--- src/rtl/fir_filter_q15_saturating_assert.svh ---
// Assertion macros for the saturating Q15 FIR filter.
// Both macros sample on clk and are disabled while arst_n is low.
`ifndef FIR_FILTER_Q15_SATURATING_ASSERT_SVH
`define FIR_FILTER_Q15_SATURATING_ASSERT_SVH
`ifndef SYNTHESIS
`define FQS_ASSERT_IMP(lbl, ante, cons) \
	lbl: assert property (@(posedge clk) disable iff (!arst_n) (ante) |-> (cons)) \
		else $error("fir_filter_q15_saturating: same-cycle check failed");
`define FQS_ASSERT_NXT(lbl, ante, cons) \
	lbl: assert property (@(posedge clk) disable iff (!arst_n) (ante) |=> (cons)) \
		else $error("fir_filter_q15_saturating: next-cycle check failed");
`else
`define FQS_ASSERT_IMP(lbl, ante, cons)
`define FQS_ASSERT_NXT(lbl, ante, cons)
`endif
`endif

--- src/rtl/fir_q15_pkg.sv ---
`timescale 1ns / 1ps
`default_nettype none
package fir_q15_pkg;

	localparam int TAPS_DEF  = 63;
	localparam int DATA_W    = 16;
	localparam int TAP_IDX_W = 6;
	// wide enough to compare a tap index against any tap count up to 256
	localparam int TAP_CMP_W = 9;
	localparam int PROD_W    = 2 * DATA_W;

	localparam logic signed [31:0] ROUND_BIAS = 32'sd16384;
	localparam logic signed [31:0] SAT_HI     = 32'sh3FFF_FFFF;
	localparam logic signed [31:0] SAT_LO     = 32'shC000_0000;

	localparam logic CMD_LOAD   = 1'b0;
	localparam logic CMD_FILTER = 1'b1;

	typedef struct packed {
		logic vld;
		logic first;
		logic last;
	} mac_ctl_t;

endpackage
`default_nettype wire

--- src/rtl/fir_q15_ram.sv ---
`timescale 1ns / 1ps
`default_nettype none
module fir_q15_ram #(
	parameter int DEPTH = fir_q15_pkg::TAPS_DEF,
	parameter int AW    = (DEPTH > 1) ? $clog2(DEPTH) : 1
) (
	input  wire logic                            clk,
	input  wire logic                            we,
	input  wire logic [AW-1:0]                   waddr,
	input  wire logic [fir_q15_pkg::DATA_W-1:0]  wdata,
	input  wire logic [AW-1:0]                   raddr,
	output logic      [fir_q15_pkg::DATA_W-1:0]  rdata
);
	import fir_q15_pkg::*;

	logic [DATA_W-1:0] mem_q [DEPTH];

	always_ff @(posedge clk) begin
		if (we) begin
			mem_q[waddr] <= wdata;
		end
	end

	always_ff @(posedge clk) begin
		rdata <= mem_q[raddr];
	end

endmodule
`default_nettype wire

--- src/rtl/fir_q15_mac.sv ---
`timescale 1ns / 1ps
`default_nettype none
module fir_q15_mac #(
	parameter int ACC_W = 34
) (
	input  wire logic                                  clk,
	input  wire logic                                  arst_n,
	input  wire fir_q15_pkg::mac_ctl_t                 ctl,
	input  wire logic signed [fir_q15_pkg::DATA_W-1:0] coef,
	input  wire logic signed [fir_q15_pkg::DATA_W-1:0] samp,
	output logic                                       done,
	output logic signed [fir_q15_pkg::DATA_W-1:0]      result
);
	import fir_q15_pkg::*;

	localparam logic signed [ACC_W-1:0] BIAS_A = ACC_W'(ROUND_BIAS);
	localparam logic signed [ACC_W-1:0] HI_A   = ACC_W'(SAT_HI);
	localparam logic signed [ACC_W-1:0] LO_A   = ACC_W'(SAT_LO);

	mac_ctl_t                 ctl_s2;
	logic signed [PROD_W-1:0] prod_s2;
	logic signed [ACC_W-1:0]  acc_q;
	logic signed [ACC_W-1:0]  acc_base;
	logic signed [ACC_W-1:0]  sat;
	logic                     done_q;

	always_ff @(posedge clk or negedge arst_n) begin
		if (!arst_n) begin
			ctl_s2 <= '0;
			done_q <= 1'b0;
		end else begin
			ctl_s2 <= ctl;
			done_q <= ctl_s2.vld && ctl_s2.last;
		end
	end

	always_ff @(posedge clk) begin
		prod_s2 <= coef * samp;
	end

	// restart from the rounding bias on the first tap
	assign acc_base = ctl_s2.first ? BIAS_A : acc_q;

	always_ff @(posedge clk) begin
		if (ctl_s2.vld) begin
			acc_q <= acc_base + ACC_W'(prod_s2);
		end
	end

	always_comb begin
		priority if (acc_q > HI_A) begin
			sat = HI_A;
		end else if (acc_q < LO_A) begin
			sat = LO_A;
		end else begin
			sat = acc_q;
		end
	end

	// clamped sum fits 31 bits; bits 30..15 are the arithmetic shift by 15
	assign result = sat[30:15];
	assign done   = done_q;

endmodule
`default_nettype wire

--- src/rtl/fir_filter_q15_saturating.sv ---
`timescale 1ns / 1ps
`default_nettype none
// Channel   Handshake               Payload
// input     in_valid / in_stall     command, tap_index, coef_value, sample_in
// output    out_valid / out_stall   sample_out
//
// A load item keeps the block in IDLE; a tap index at or beyond TAPS is dropped.
// A filter item goes through RUN and WAIT to FINISH before the block accepts again:
// one shared 16x16 multiply-accumulate unit walks all taps, one tap per cycle.
// After reset both stores read as zero: coefficients carry a valid bit each, and
// the delay line keeps a fill count, so no clearing pass is needed.
// A finished result waits in the output register; the block accepts the next item
// while it is stalled and only holds its own result back if that one is still there.
module fir_filter_q15_saturating #(
	parameter int TAPS = fir_q15_pkg::TAPS_DEF
) (
	input  wire logic                                     clk,
	input  wire logic                                     arst_n,
	input  wire logic                                     in_valid,
	output logic                                          in_stall,
	input  wire logic                                     command,
	input  wire logic [fir_q15_pkg::TAP_IDX_W-1:0]        tap_index,
	input  wire logic signed [fir_q15_pkg::DATA_W-1:0]    coef_value,
	input  wire logic signed [fir_q15_pkg::DATA_W-1:0]    sample_in,
	output logic                                          out_valid,
	input  wire logic                                     out_stall,
	output logic signed [fir_q15_pkg::DATA_W-1:0]         sample_out
);
	import fir_q15_pkg::*;
	`include "fir_filter_q15_saturating_assert.svh"

	localparam int AW    = (TAPS > 1) ? $clog2(TAPS) : 1;
	localparam int FW    = $clog2(TAPS + 1);
	localparam int ACC_W = PROD_W + 2 + $clog2(TAPS + 1);

	localparam logic [AW-1:0]        LAST_IDX = AW'(TAPS - 1);
	localparam logic [FW-1:0]        FILL_MAX = FW'(TAPS);
	localparam logic [TAP_CMP_W-1:0] TAPS_CMP = TAP_CMP_W'(TAPS);

	typedef enum logic [3:0] {
		ST_IDLE   = 4'b0001,
		ST_RUN    = 4'b0010,
		ST_WAIT   = 4'b0100,
		ST_FINISH = 4'b1000
	} state_t;

	state_t              state_q;
	logic [AW-1:0]       idx_q;      // tap position being read
	logic [AW-1:0]       ptr_q;      // delay buffer address of that position
	logic [AW-1:0]       head_q;     // buffer address of the newest sample
	logic [AW-1:0]       head_nxt;
	logic [FW-1:0]       fill_q;     // samples seen so far, saturates at TAPS
	logic [TAPS-1:0]     coef_vld_q;

	logic                 accept;
	logic                 ld_acc;
	logic                 smp_acc;
	logic [TAP_CMP_W-1:0] tap_ext;
	logic                 tap_ok;
	logic [AW-1:0]        tap_addr;

	mac_ctl_t            ctl_s1;
	logic                cok_s1;
	logic                dok_s1;
	logic [DATA_W-1:0]   coef_rd;
	logic [DATA_W-1:0]   dly_rd;
	logic signed [DATA_W-1:0] coef_op;
	logic signed [DATA_W-1:0] samp_op;

	logic                      mac_done;
	logic signed [DATA_W-1:0]  mac_res;
	logic                      out_valid_q;
	logic signed [DATA_W-1:0]  sample_out_q;
	logic                      out_free;

	// --- input handshake: one item at a time, busy outside IDLE
	assign in_stall = (state_q != ST_IDLE);
	assign accept   = in_valid && !in_stall;
	assign ld_acc   = accept && (command == CMD_LOAD);
	assign smp_acc  = accept && (command == CMD_FILTER);

	assign tap_ext  = TAP_CMP_W'(tap_index);
	assign tap_ok   = (tap_ext < TAPS_CMP);
	assign tap_addr = tap_ext[AW-1:0];

	// the delay line is a circular buffer; a new sample moves the head back one
	assign head_nxt = (head_q == '0) ? LAST_IDX : head_q - AW'(1);

	fir_q15_ram #(.DEPTH(TAPS), .AW(AW)) u_coef_ram (
		.clk   (clk),
		.we    (ld_acc && tap_ok),
		.waddr (tap_addr),
		.wdata (coef_value),
		.raddr (idx_q),
		.rdata (coef_rd)
	);

	fir_q15_ram #(.DEPTH(TAPS), .AW(AW)) u_dly_ram (
		.clk   (clk),
		.we    (smp_acc),
		.waddr (head_nxt),
		.wdata (sample_in),
		.raddr (ptr_q),
		.rdata (dly_rd)
	);

	// --- sequencer
	always_ff @(posedge clk or negedge arst_n) begin
		if (!arst_n) begin
			state_q    <= ST_IDLE;
			idx_q      <= '0;
			ptr_q      <= '0;
			head_q     <= '0;
			fill_q     <= '0;
			coef_vld_q <= '0;
		end else begin
			unique case (state_q)
				ST_IDLE: begin
					if (ld_acc && tap_ok) begin
						coef_vld_q[tap_addr] <= 1'b1;
					end
					if (smp_acc) begin
						head_q  <= head_nxt;
						ptr_q   <= head_nxt;
						idx_q   <= '0;
						if (fill_q != FILL_MAX) begin
							fill_q <= fill_q + FW'(1);
						end
						state_q <= ST_RUN;
					end
				end
				ST_RUN: begin
					// advance one tap per cycle, wrap the buffer address
					ptr_q <= (ptr_q == LAST_IDX) ? '0 : ptr_q + AW'(1);
					if (idx_q == LAST_IDX) begin
						state_q <= ST_WAIT;
					end else begin
						idx_q <= idx_q + AW'(1);
					end
				end
				ST_WAIT: begin
					if (mac_done) begin
						state_q <= ST_FINISH;
					end
				end
				ST_FINISH: begin
					if (out_free) begin
						state_q <= ST_IDLE;
					end
				end
				default: begin
					state_q <= ST_IDLE;
				end
			endcase
		end
	end

	// --- read stage: control travels alongside the registered RAM data
	always_ff @(posedge clk or negedge arst_n) begin
		if (!arst_n) begin
			ctl_s1 <= '0;
			cok_s1 <= 1'b0;
			dok_s1 <= 1'b0;
		end else begin
			ctl_s1.vld   <= (state_q == ST_RUN);
			ctl_s1.first <= (idx_q == '0);
			ctl_s1.last  <= (idx_q == LAST_IDX);
			cok_s1       <= coef_vld_q[idx_q];
			dok_s1       <= (FW'(idx_q) < fill_q);
		end
	end

	// never-written entries read as zero
	assign coef_op = cok_s1 ? coef_rd : '0;
	assign samp_op = dok_s1 ? dly_rd : '0;

	fir_q15_mac #(.ACC_W(ACC_W)) u_mac (
		.clk    (clk),
		.arst_n (arst_n),
		.ctl    (ctl_s1),
		.coef   (coef_op),
		.samp   (samp_op),
		.done   (mac_done),
		.result (mac_res)
	);

	// --- output register: load when empty or being drained this cycle
	assign out_free = !out_valid_q || !out_stall;

	always_ff @(posedge clk or negedge arst_n) begin
		if (!arst_n) begin
			out_valid_q <= 1'b0;
		end else begin
			priority if ((state_q == ST_FINISH) && out_free) begin
				out_valid_q <= 1'b1;
			end else if (out_valid_q && !out_stall) begin
				out_valid_q <= 1'b0;
			end
		end
	end

	always_ff @(posedge clk) begin
		if ((state_q == ST_FINISH) && out_free) begin
			sample_out_q <= mac_res;
		end
	end

	assign out_valid  = out_valid_q;
	assign sample_out = sample_out_q;

	// --- checks
	`FQS_ASSERT_IMP(a_done_in_wait, mac_done, state_q == ST_WAIT)
	`FQS_ASSERT_NXT(a_sample_starts_run, smp_acc, (state_q == ST_RUN) && (idx_q == '0))
	`FQS_ASSERT_IMP(a_out_from_finish, $rose(out_valid_q), $past(state_q) == ST_FINISH)

endmodule
`default_nettype wire

--- config.mk ---
export PLATFORM = sky130hd
export DESIGN_NAME = fir_filter_q15_saturating
export DESIGN_NICKNAME = d
export VERILOG_FILES = /design/src/rtl/fir_q15_pkg.sv /design/src/rtl/fir_q15_ram.sv /design/src/rtl/fir_q15_mac.sv /design/src/rtl/fir_filter_q15_saturating.sv
export VERILOG_INCLUDE_DIRS = /design/src /design/src/rtl
export SDC_FILE = /design/constraint.sdc
export NUM_CORES = 2
export LEC_CHECK = 0
export BUFFER_PORTS_ARGS = -buffer_cell sky130_fd_sc_hd__buf_2
export CELL_PAD_IN_SITES_DETAIL_PLACEMENT = 1
export CELL_PAD_IN_SITES_GLOBAL_PLACEMENT = 1
export CORE_MARGIN = 3
export CORE_UTILIZATION = 45
export DETAILED_ROUTE_END_ITERATION = 10
export PLACE_DENSITY_LB_ADDON = 0.12
export SYNTH_ARGS = -nofsm -noshare
export SYNTH_HDL_FRONTEND = slang
export SYNTH_SLANG_ARGS = --single-unit
--- constraint.sdc ---
create_clock -name clk -period 12.2 [get_ports clk]
set_input_delay 0.61 -clock clk [delete_from_list [all_inputs] [get_ports clk]]
set_output_delay 0.61 -clock clk [all_outputs]
set_load 0.01 [all_outputs]
; ---- After elaboration in Yosys (flattened, before gate mapping)
; Memory sizes are Yosys's and may differ from the RTL's. A register that Yosys moved wholly into a read port is not among the register bits.
; Cells that the tools add are included.
[totals]
reg_bits = 189
ram_bits = 2016
output_inout_bits = 18
n_memories = 2
[op_classes]
addsub = 5
n_mul = 1
order_cmp = 7
eq_ne = 13
muxes = 26
n_bitwise = 2
n_reduce_logical = 22
[mem_list]
columns = memory, depth, width, rd, rd_clocked_by_memory_dff, wr, line
row1 = u_coef_ram.mem_q, 63, 16, 1, 1, 1, fir_q15_ram.sv:16  ; logic [DATA_W-1:0] mem_q [DEPTH];
row2 = u_dly_ram.mem_q, 63, 16, 1, 1, 1, fir_q15_ram.sv:16
[ops]
columns = cell, n
row1 = 63-bit bitwise OR, 1
row2 = 40-bit by 32-bit adder with 40-bit output, 1
row3 = 40-bit by 31-bit greater-than comparator with 1-bit output (second input constant), 1
row4 = 40-bit by 31-bit less-than comparator with 1-bit output (second input constant), 1
row5 = 40-bit two-way mux, 1
row6 = 16-bit by 16-bit multiplier with 32-bit output, 1
row7 = 16-bit two-way mux, 2
row8 = 31-bit two-way mux, 1
row9 = 6-bit two-way mux, 5
row10 = 6-bit one-hot mux with 2 select lines, 2
row11 = 6-bit by 1-bit adder with 6-bit output (second input constant), 3
row12 = 4-bit two-way mux, 4
row13 = 4-bit one-hot mux with 4 select lines, 1
row14 = 6-bit by 7-bit less-than comparator with 1-bit output (second input constant), 2
row15 = 6-bit equality test (second input constant), 2
row16 = 6-bit logical NOT, 2
row17 = 1-bit logical AND, 8
row18 = 1-bit two-way mux, 8
row19 = 2-bit != test (second input constant), 4
row20 = 1-bit binary-select mux with 6-bit select, 1
row21 = 1-bit demux with 6-bit select, 1
row22 = 6-bit by 1-bit greater-or-equal comparator with 1-bit output (second input constant), 1
row23 = 6-bit less-than comparator, 1
row24 = 6-bit less-than comparator (second input constant), 1
row25 = other kinds (15), 21

; ---- Depth between registers and ports, before layout
[depth]
word_depth = 7
mapped_depth = 25

; ---- Cells and area by module
; From an unflattened synthesis, not the netlist that was laid out.
[hier_totals]
hier_cells = 5642
area_unflattened_um2 = 98260.5
[by_module_without_submodules]
columns = mod, n_inst, cells_each, area_per_inst_um2
row1 = fir_q15_ram, 2, 1810, 39186.3
row2 = fir_q15_mac, 1, 1570, 14480.1
row3 = fir_filter_q15_saturating, 1, 452, 5407.7

; ---- Worst setup path before layout
; No wires, ideal clock.
[synth_timing]
path_type = reg-to-reg
start = register cok_s1
end = register u_mac.prod_s2[31]
setup_time_ns = 0.072
arrival_time_ns = 6.255
t_required_ns = 12.128
setup_slack_ns = 5.873
path_stages_with_launch = 22
synth_period_minus_slack_ns = 6.327
path_cell_list = dfrtp_1 clkbuf_1 buf_1 nand2_1 nor2_1 fa_1 fa_1 inv_1 fa_1 inv_1 fa_1 fa_1 fa_1 ha_1 a21o_1 a21o_1 a21o_1 a21oi_1 nor2b_1 a311o_1 a21oi_1 xnor2_1
[synth_between]
elab_chain_cells = 2
[synth_lines]
columns = element, line
row1 = from (decl), fir_filter_q15_saturating.sv:63  ; logic cok_s1;
row2 = from (signal assigned), fir_filter_q15_saturating.sv:168  ; cok_s1 <= coef_vld_q[idx_q];
row3 = 16-bit two-way mux, fir_filter_q15_saturating.sv:174  ; assign coef_op = cok_s1 ? coef_rd : '0;
row4 = 16-bit by 16-bit multiplier with 32-bit output, fir_q15_mac.sv:38  ; prod_s2 <= coef * samp;
row5 = to (signal assigned), fir_q15_mac.sv:38
row6 = to (decl), fir_q15_mac.sv:21  ; logic signed [PROD_W-1:0] prod_s2;
; No other way between the ends.
; A chain may end at the register's enable or synchronous reset.

; ---- Worst setup path after layout
[layout_timing]
start = register dok_s1
end = register u_mac.prod_s2[31]
[layout_between]
elab_chain_cells = 2
[layout_lines]
columns = element, line
row1 = from (decl), fir_filter_q15_saturating.sv:64  ; logic dok_s1;
row2 = from (signal assigned), fir_filter_q15_saturating.sv:169  ; dok_s1 <= (FW'(idx_q) < fill_q);
row3 = 16-bit two-way mux, fir_filter_q15_saturating.sv:175  ; assign samp_op = dok_s1 ? dly_rd : '0;
row4 = 16-bit by 16-bit multiplier with 32-bit output, fir_q15_mac.sv:38
; No other way between the ends.

==> metrics.cfg <==
[drt]
routed-via-count=48130
ant_nets=0
via_per_inst=5.768
first_pass_iters=6
drt_iter0_drc=4763
drt-wirelength-per-cell_um=29.60
drt-total-wl_um=247000
drc=0

[grt]
met1_usage_pct=33.82
antenna_found_initial=26
grt_pass1_vias=51490
grt_use_total_pct=22.61
met2_usage_pct=35.61
grt.overflow.total=0
grt_max_degree=126
top_usage_layer=met2
grt_pass1_wl_um=364700
met3_usage_pct=3.175

[cts]
cts_resized=0
cts_max_level=4
clock_latency_ns=0.89
clkTransAtPathRegs_ns=0.08
cts_buffers=228
root_buffer=clkbuf_16
cts_sinks=2237
clockBufferDepth=3
post_cts.repair.setup_buffers=0
cts_tree=done

[sta]
finalCritPeriodShare_pct=57.13
setup_viol=0
clock_skew_ns=0.1024
fin_tns_setup_ns=0
relSlewSlack_pct=9.857
fmax_mhz=143.5
slew_violations=0
layout_min_cycle_time_ns=6.970
hold_violations=0
holdWs_ns=0.2702
tightest_slew_ns=1.352
rsz0062_at_grt=no

[final_layout]
syn_to_final_growth_pct=12.63
n_fill_cell=19040
drive_gt1_share_pct=25.14
final_util_pct=51.14
fin_nets=5755

[outcome]
status=finished clean

[critical_path]
arrival_ns=7.70
cp_slowest_cell=and2_0
cpMostUsedCell=fa_1
cp.required_ns=12.93
slowest_delay_ns=0.80
cp.buffers_inverters=4
critPathMaxFanout=37
r2r_slack_ns=5.23
cp_cell_sequence=buf_4 > and2_0 > nand2_1 > fa_1 > inv_1 > fa_1 > fa_1 > fa_1 > fa_1 > inv_1 > fa_1 > inv_1 > ha_1 > a21o_1 > a21o_1 > a21oi_1 > o21ai_0 > o21bai_1 > a311o_1 > a21oi_1 > xnor2_1
cp-start-kind=register
crit_family=adder cells
critical_path_class=reg -> reg
cp-end-kind=register

[logic_synthesis]
ys_ff_latch=2237
seq_area_frac_synth_pct=68.30
synth_edf_count=2072
synthCells=5084
synth_area_per_cell_sq_um=19.02
async_flop_share_pct=4.515
synthFlopType=edfxtp_1
synth_nets=5524
yosysWarnings=0
yosysUniqueCellTypes=69
synth_area_sq_um=96680

[die]
core_area_sq_um=212900
rows=169
fp.dieH_um=469.5
ios=61
die-area_sq_um=220400
die_x_um=469.5
initial_core_util_pct=45.40

[job]
cap_viol_max_count=0

[power]
power_density_nw_per_um2=232.7
peakVddDrop_uv=189.5
leakage_nw=36.97

[place]
gp_congestion=0.8407
port_buffers=60
hpwl_um=148500

[min_path]
min_path_type=in -> reg

through the flow:
stage / total power, mW / area [sq um] / instances / setup WS (ns)
floorplan: 15.68 / 96680 / 5084 / 5.873
global placement: 18.39 / 101100 / 7904 / 5.402
detailed placement: 18.50 / 101100 / 7904 / 5.307
CTS: 25.67 / 108900 / 8339 / 5.271
global route: 26.89 / 108900 / 8342 / 4.800
finish: 25.34 / 108900 / 8344 / 5.230
tightest hold or removal path: stages:
cell     delay (ns)
buf_2          0.11
nand3_1        0.11
or2_2          0.14
a21oi_1        0.06
worst paths after layout:
kind                                endpoint  cells after the start       from
hold / removal                     fill_q[4]                      4   in_valid
min in group asynchronous     coef_vld_q[44]                      2     arst_n
setup / recovery           u_mac.prod_s2[31]                     21     dok_s1
max in group asynchronous           idx_q[1]                      3     arst_n
hold reg to reg              u_mac.ctl_s2[0]                      0  ctl_s1[0]
setup reg to reg           u_mac.prod_s2[31]                     21     dok_s1
report_power, final:
part	total, mW	internal [mW]	switching (mW)
logic	9.04	3.94	5.10
clock network	7.13	4.13	3.00
registers	9.17	8.79	0.379
Yosys cell counts (all sizes together), types with 3 or more instances:
master | number | share of area [%]
or3b | 5 | 0.045
clkbuf | 139 | 0.54
nor3 | 20 | 0.10
ha | 134 | 1.7
nor2 | 326 | 1.3
mux2i | 41 | 0.42
nor4 | 5 | 0.032
o31ai | 5 | 0.044
nor2b | 55 | 0.36
a21o | 50 | 0.39
nand2b | 12 | 0.078
a211o | 4 | 0.036
a31oi | 6 | 0.039
buf | 88 | 0.50
dfxtp | 64 | 1.3
mux4 | 653 | 15
xnor2 | 51 | 0.46
fa | 263 | 5.4
and3 | 4 | 0.026
edfxtp | 2072 | 64
nand2 | 233 | 0.90
a21boi | 3 | 0.023
a211oi | 18 | 0.14
or3 | 8 | 0.052
o221ai | 4 | 0.036
nand3b | 7 | 0.054
o21a | 15 | 0.12
or2 | 66 | 0.43
dfrtp | 100 | 2.6
a21oi | 70 | 0.37
o21ai | 90 | 0.47
o21bai | 8 | 0.062
o22ai | 3 | 0.019
inv | 315 | 1.2
xor2 | 29 | 0.26
a221oi | 3 | 0.034
nand4 | 9 | 0.058
nand3 | 49 | 0.25
and2 | 33 | 0.21
flip-flops by register name, indices dropped and copies added, names as in the netlist, 3 cells and up:
signal	flops
ctl_s1	3
u_mac.prod_s2	32
head_q	6
u_coef_ram.mem_q	1008
ptr_q	6
state_q	4
u_mac.acc_q	40
coef_vld_q	63
sample_out	16
u_mac.ctl_s2	3
u_coef_ram.rdata	16
u_dly_ram.rdata	16
idx_q	6
fill_q	6
u_dly_ram.mem_q	1008
cell type report:
class / count / area [sq um] / area share, %
Antenna cell: 5 / 12.51 / 0.01149
Multi-Input combinational cell: 2305 / 28710 / 26.36
Timing Repair Buffer: 228 / 1644 / 1.510
Tap cell: 2821 / 3530 / 3.241
Clock inverter: 114 / 1498 / 1.375
Inverter: 315 / 1182 / 1.086
Clock buffer: 319 / 6257 / 5.746
Sequential cell: 2237 / 66060 / 60.67
timing repair:
item | CTS | global route
hold buffers | 2 | 0
hold endpoints to repair | 47 | 0
setup endpoints to repair | 0 | 0
cell families (layout without fill, tap and decap cells):
family	after synthesis	in the layout	synth area share (%)
compound gates	298	298	1.976
xor+xnor	80	80	0.7247
fa+ha+maj	397	397	7.180
buf+inv	542	976	2.263
flops	2237	2237	68.30
mux	695	695	15.66
other cells	0	5	0
simple gates	835	835	3.903
cell usage in the layout (no fill, tap or decap), types with 77 or more instances in the layout:
master	count
fa_1	263
dfrtp_1	91
clkbuf_16	228
nor2_1	243
edfxtp_1	2072
nand2_1	233
mux4_2	651
ha_1	134
inv_1	313
buf_4	161
nor2_2	77
per-layer routing:
| layer | up-vias | wire [um] |
|---|---|---|
| li1 | 20210 | - |
| met1 | 26220 | 110700 |
| met2 | 1373 | 117100 |
| met3 | 327 | 14010 |
| met4 | 0 | 5178 |
| met5 | - | 0 |
No activity file was read; power rests on OpenSTA's default activity.
